===== src/design/isfp_pkg.sv =====
// ----------------------------------------------------------------------------
// isfp_pkg
// Shared types and constants for the IMU sample frame packer.
// ----------------------------------------------------------------------------
package isfp_pkg;

    localparam int FRAME_BYTES = 17;
    localparam int VALUE_COUNT = 7;
    localparam int VALUE_W     = 16;
    localparam int BYTE_W      = 8;
    localparam int SAMPLE_W    = VALUE_COUNT * VALUE_W;

    localparam logic [BYTE_W-1:0] HEAD_FIRST  = 8'hAA;
    localparam logic [BYTE_W-1:0] HEAD_SECOND = 8'h55;

    // What a frame slot carries
    typedef enum logic [1:0] {
        KIND_HEAD  = 2'd0,
        KIND_VALUE = 2'd1,
        KIND_SUM   = 2'd2
    } slot_kind_t;

    // Contents of one cell of the byte chain
    typedef struct packed {
        logic              valid;
        slot_kind_t        kind;
        logic [BYTE_W-1:0] data;
    } slot_t;

    // Control from the top level to every cell
    typedef struct packed {
        logic load;
        logic shift;
    } cell_ctrl_t;

endpackage


===== src/design/imu_sample_frame_packer.sv =====
// ----------------------------------------------------------------------------
// imu_sample_frame_packer
// Turn one seven-value IMU sample into a 17-byte framed, checksummed stream.
// ----------------------------------------------------------------------------
// Each accepted sample word is loaded at once into a row of 17 byte cells:
// header 0xAA, 0x55, then temperature, accel X/Y/Z and gyro X/Y/Z, each
// high byte first, then a checksum slot. The row shifts one cell toward the
// output every cycle the master side takes a word. The checksum slot is
// filled from a running 8-bit sum of the fourteen value bytes, built as they
// leave. The next sample is taken in the same cycle the checksum byte is
// taken, so frames follow each other with no gap. m_tlast marks the
// checksum byte. Nothing is kept between samples.
// ----------------------------------------------------------------------------
module imu_sample_frame_packer
    import isfp_pkg::*;
(
    input  logic                aclk,
    input  logic                aresetn,
    // s_tdata, low bit up: temperature, accel_x, accel_y, accel_z,
    //                      gyro_x, gyro_y, gyro_z (16 bits each)
    input  logic [SAMPLE_W-1:0] s_tdata,
    input  logic                s_tvalid,
    output logic                s_tready,
    // m_tdata: frame_byte (8 bits)
    output logic [BYTE_W-1:0]   m_tdata,
    output logic                m_tlast,
    output logic                m_tvalid,
    input  logic                m_tready
);

    slot_t      load_slot [FRAME_BYTES];
    slot_t      cell_slot [FRAME_BYTES];
    slot_t      empty_slot;
    cell_ctrl_t ctrl;
    logic       s_fire;
    logic       m_fire;

    // Head of the chain is cell 0; it drives the master side
    assign m_tvalid = cell_slot[0].valid;
    assign m_tlast  = cell_slot[0].kind == KIND_SUM;
    assign m_fire   = m_tvalid && m_tready;

    // Take a sample when the chain is empty or its last word is leaving
    assign s_tready = !cell_slot[0].valid || (m_fire && m_tlast);
    assign s_fire   = s_tvalid && s_tready;

    assign ctrl.load  = s_fire;
    assign ctrl.shift = m_fire;

    assign empty_slot = '{valid: 1'b0, kind: KIND_HEAD, data: '0};

    // Lay out the frame for a parallel load
    always_comb begin
        load_slot[0] = '{valid: 1'b1, kind: KIND_HEAD, data: HEAD_FIRST};
        load_slot[1] = '{valid: 1'b1, kind: KIND_HEAD, data: HEAD_SECOND};
        for (int v = 0; v < VALUE_COUNT; v++) begin
            load_slot[2 + 2*v] = '{valid: 1'b1, kind: KIND_VALUE,
                                   data: s_tdata[VALUE_W*v + BYTE_W +: BYTE_W]};
            load_slot[3 + 2*v] = '{valid: 1'b1, kind: KIND_VALUE,
                                   data: s_tdata[VALUE_W*v +: BYTE_W]};
        end
        load_slot[FRAME_BYTES-1] = '{valid: 1'b1, kind: KIND_SUM, data: '0};
    end

    for (genvar i = 0; i < FRAME_BYTES; i++) begin : g_cell
        isfp_cell u_cell (
            .aclk      (aclk),
            .aresetn   (aresetn),
            .ctrl      (ctrl),
            .load_slot (load_slot[i]),
            .prev_slot ((i == FRAME_BYTES-1) ? empty_slot : cell_slot[(i+1) % FRAME_BYTES]),
            .slot      (cell_slot[i])
        );
    end

    isfp_csum u_csum (
        .aclk      (aclk),
        .aresetn   (aresetn),
        .fire      (m_fire),
        .head_slot (cell_slot[0]),
        .out_byte  (m_tdata)
    );

endmodule


===== src/design/isfp_cell.sv =====
// ----------------------------------------------------------------------------
// isfp_cell
// One byte slot of the frame chain: load in parallel or take the neighbor.
// ----------------------------------------------------------------------------
module isfp_cell
    import isfp_pkg::*;
(
    input  logic       aclk,
    input  logic       aresetn,
    input  cell_ctrl_t ctrl,
    input  slot_t      load_slot,
    input  slot_t      prev_slot,
    output slot_t      slot
);

    logic              valid_reg,  valid_next;
    slot_kind_t        kind_reg,   kind_next;
    logic [BYTE_W-1:0] data_reg,   data_next;

    always_comb begin
        valid_next = valid_reg;
        kind_next  = kind_reg;
        data_next  = data_reg;
        if (ctrl.load) begin
            valid_next = load_slot.valid;
            kind_next  = load_slot.kind;
            data_next  = load_slot.data;
        end else if (ctrl.shift) begin
            valid_next = prev_slot.valid;
            kind_next  = prev_slot.kind;
            data_next  = prev_slot.data;
        end
    end

    always_ff @(posedge aclk) begin
        if (!aresetn) begin
            valid_reg <= 1'b0;
        end else begin
            valid_reg <= valid_next;
        end
    end

    always_ff @(posedge aclk) begin
        kind_reg <= kind_next;
        data_reg <= data_next;
    end

    assign slot = '{valid: valid_reg, kind: kind_reg, data: data_reg};

endmodule


===== src/design/isfp_csum.sv =====
// ----------------------------------------------------------------------------
// isfp_csum
// Running 8-bit checksum over the value bytes as they leave the chain.
// ----------------------------------------------------------------------------
module isfp_csum
    import isfp_pkg::*;
(
    input  logic              aclk,
    input  logic              aresetn,
    input  logic              fire,
    input  slot_t             head_slot,
    output logic [BYTE_W-1:0] out_byte
);

    logic [BYTE_W-1:0] sum_reg, sum_next;

    always_comb begin
        sum_next = sum_reg;
        if (fire) begin
            case (head_slot.kind)
                KIND_HEAD:  sum_next = '0;
                KIND_VALUE: sum_next = sum_reg + head_slot.data;
                default:    sum_next = sum_reg;
            endcase
        end
    end

    always_ff @(posedge aclk) begin
        if (!aresetn) begin
            sum_reg <= '0;
        end else begin
            sum_reg <= sum_next;
        end
    end

    // Substitute the sum on the closing slot
    assign out_byte = (head_slot.kind == KIND_SUM) ? sum_reg : head_slot.data;

endmodule

===== config.mk =====
export PLATFORM = sky130hd
export DESIGN_NAME = imu_sample_frame_packer
export DESIGN_NICKNAME = d
export VERILOG_FILES = /design/src/design/isfp_pkg.sv /design/src/design/imu_sample_frame_packer.sv /design/src/design/isfp_cell.sv /design/src/design/isfp_csum.sv
export SDC_FILE = /design/constraint.sdc
export NUM_CORES = 1
export LEC_CHECK = 0
export ABC_AREA = 1
export BUFFER_PORTS_ARGS = -buffer_cell sky130_fd_sc_hd__buf_2
export CORE_MARGIN = 1
export CORE_UTILIZATION = 56
export CTS_CLUSTER_DIAMETER = 200
export DETAILED_ROUTE_END_ITERATION = 12
export PLACE_DENSITY_LB_ADDON = 0.3
export SETUP_SLACK_MARGIN = 0.15
export SYNTH_ARGS = -nofsm -noshare
export SYNTH_HDL_FRONTEND = slang
export SYNTH_HIERARCHICAL = 1
export SYNTH_SLANG_ARGS = --single-unit
export TNS_END_PERCENT = 30

===== constraint.sdc =====
create_clock -name aclk -period 7.35 [get_ports aclk]
set_input_delay 0.735 -clock aclk [delete_from_list [all_inputs] [get_ports aclk]]
set_output_delay 0.735 -clock aclk [all_outputs]
set_load 0.05 [all_outputs]

==> impl_metrics.csv <==
group,metric,value,unit
status,status,"complete, no violations",
worst_setup_path,path_class,"reg -> reg",
routing,wire_per_inst,11.30,µm
timing,whs,0.4799,ns
floorplan,dieHeight,130.2,µm
synthesis,synthXorXnorAreaFrac,0.0009515,
cts,cts_root_buf,"clkbuf_16",
floorplan,die-area,16950,µm²
timing,rsz0062_at_grt,"no",
job,maxCapViolCount,0,
timing,skew,0.006831,ns
worst_setup_path,critPathArrivalTime,2.55,ns
min_path,hp-class,"reg -> reg",
synthesis,synth_compound_area_frac,0.007612,
synthesis,syn-instance-count,1016,
timing,timing.slew.headroom,0.2373,
cells_and_area,register_area,5605,µm²
cells_and_area,largest_register_ff_count,136,
timing,finalCritPeriodShare,0.3359,
timing,final-hold-violation-count,0,
cells_and_area,nNetsFinal,1319,
power,leakage,5.301,nW
timing,finalSetupViolations,0,
cells_and_area,multiInputGateArea,3217,µm²
synthesis,synth_edf_count,170,
power,ir_drop,0.1864,mV
synthesis,synth.area.top_cells,"edfxtp_1 (55%), nand2_1 (24%), dfxtp_1 (5.4%), buf_4 (2.8%), nand3_1 (2.4%)",
cells_and_area,utilization,0.6642,
cts,clk_path_buf_depth,2,
placement,dpl.hpwl,10750,µm
synthesis,async_reset_ff_frac,0,
worst_setup_path,cpMostUsedCell,"inv_1",
worst_setup_path,cpPeakStageDelay,0.57,ns
worst_setup_path,worstRegToRegCells,6,
placement,io_buffers,126,
cts,post_cts_buffers,0,
global_routing,antenna_found_initial,0,
worst_setup_path,crit_path_end_kind,"register",
cts,cts_tree,"built",
worst_setup_path,worst_ep_required_time,7.43,ns
worst_setup_path,crit_buf_inv,3,
power,p_total,0.002627,W
routing,vias,6532,
worst_setup_path,path_cells,"inv_1 -> nand3_2 -> a21oi_4 -> buf_12 -> nor2_1 -> inv_1",
cells_and_area,final_cell_mix,"nand2_1 (595), edfxtp_1 (170), buf_2 (126)",
min_path,min_path_cells,2,
cts,cts.sinks,195,
routing,drc,0,
synthesis,synth_seq_cells,195,
global_routing,grt_usage,0.1965,
cts,clk_pin_slew_worst_paths,0.06,ns
worst_setup_path,cpMaxStageDelayCell,"buf_12",
synthesis,ys_warn_count,6,
synthesis,synthAdderAreaFrac,0.01169,
cells_and_area,fin_area,10590,µm²
cells_and_area,layout_commonest_cell,"nand2_1",
cts,cts.repair.resized,0,
synthesis,synth_area,9205,µm²
worst_setup_path,cp_top_family,"buffers and inverters",
routing,vias_per_cell,4.590,
worst_setup_path,crit_cells,6,
cts,postCtsHoldBufs,0,
timing,timing.fmax,405.1,MHz
worst_setup_path,worstPathMaxFanout,221,
synthesis,yosysTopAreaCell,"edfxtp_1",
synthesis,synthFlopType,"edfxtp_1",
cts,htree_levels,4,
synthesis,synth_mux_area_frac,0.009787,
routing,ant_nets,0,
routing,drtIter0Drc,393,
cts,worstSkewPairLatency,0.42,ns
placement,place_area,10000,µm²
placement,gp_congestion,0.8176,
global_routing,overflow,0,
cells_and_area,area_growth,15.03,%
routing,dr.pass1.iters,5,
synthesis,synth-simple-area-share,0.2835,
synthesis,ys_types,25,
timing,tightestPinTransition,1.143,ns
floorplan,die_x,130.2,µm
routing,wirelength,16090,µm
synthesis,synth_top_family_by_area,"simple AND/OR/NAND/NOR gates",
global_routing,grt_pass1_wl,25560,µm
global_routing,grt_pass1_vias,5881,
floorplan,start_util,0.5774,
cells_and_area,drive_gt1_frac,0.1508,
power,powerDensity,248.1,nW/µm²
synthesis,synth-seq-area-share,0.6089,
global_routing,grt_start_max_net_pins,222,
timing,slew_violations,0,
timing,fin_crit,2.469,ns
synthesis,synth_area_per_cell,9.060,µm²
cells_and_area,n_fill_cell,1260,
synthesis,synth_top_area_frac,0.5546,
floorplan,rows,46,
floorplan,coreArea,15940,µm²
cells_and_area,antenna_cells,0,
cts,cts_buffers,17,
floorplan,io_pins,127,
worst_setup_path,worstSetupStartpointType,"register",
timing,tns,0,ns
## cells by family (layout without fill, tap and decap cells)
logic type               count (synthesis)  count (layout)
AO/OA/AOI/OAI                           11              11
XOR/XNOR                                 1               1
adder cells (fa/ha/maj)                  8               8
other                                    2              86
flip-flops                             195             195
multiplexers                             8               8
AND/OR/NAND/NOR                        671             671
buffers and inverters                  120             227
## tightest hold or removal path: cells and delay by family, from the launching register on
kind	cells	cell delay, ns
flops	1	0.32
compound gates	1	0.05
simple gates	1	0.06
## cell usage after synthesis, types with 2 or more instances
library cell  instances
nand2_1             595
edfxtp_1            170
inv_1                49
nand3_1              44
buf_4                34
dfxtp_1              25
nor2_1               23
inv_2                19
buf_6                17
a21oi_1               9
mux2_1                8
ha_1                  7
conb_1                2
nand2_2               2
nand3b_1              2
## path summary, 6_finish.rpt
| check | start | end | slack, ns |
|---|---|---|---|
| setup / recovery | g_cell[0].u_cell/kind_reg[0]$_DFFE_PP_ | g_cell[15].u_cell/data_reg[7]$_DFFE_PP_ | 4.88 |
| hold / removal | u_csum/sum_reg[0]$_SDFFE_PN0P_ | u_csum/sum_reg[0]$_SDFFE_PN0P_ | 0.48 |
| setup reg to reg | g_cell[0].u_cell/kind_reg[0]$_DFFE_PP_ | g_cell[15].u_cell/data_reg[7]$_DFFE_PP_ | 4.88 |
| hold reg to reg | u_csum/sum_reg[0]$_SDFFE_PN0P_ | u_csum/sum_reg[0]$_SDFFE_PN0P_ | 0.48 |
## cell type report
type                            count  share of cell area
Timing Repair Buffer              127             0.06144
Clock inverter                     12             0.01453
Multi-Input combinational cell    785              0.3038
Tap cell                          216             0.02552
Clock buffer                       19             0.04088
Inverter                           69             0.02446
Sequential cell                   195              0.5294
## metal layers
metal,vias to the layer above,part of all wire,track usage
li1,3473,-,-
met1,2869,0.46,0.2533
met2,172,0.49,0.3285
met3,18,0.042,0.03485
met4,0,0.014,0.08276
met5,-,0,0
## through the flow
step                std cells  worst slack (ns)
floorplan                1100             3.943
global placement         1392             4.741
detailed placement       1392             4.651
CTS                      1423             4.861
global route             1423             4.736
finish                   1423             4.881
## where the power goes
part | switching (W) | internal (W)
Sequential | 0.0000353 | 0.00135
Combinational | 0.000220 | 0.000101
Clock | 0.000385 | 0.000535
Note: power is estimated with default switching activity, not from simulation.
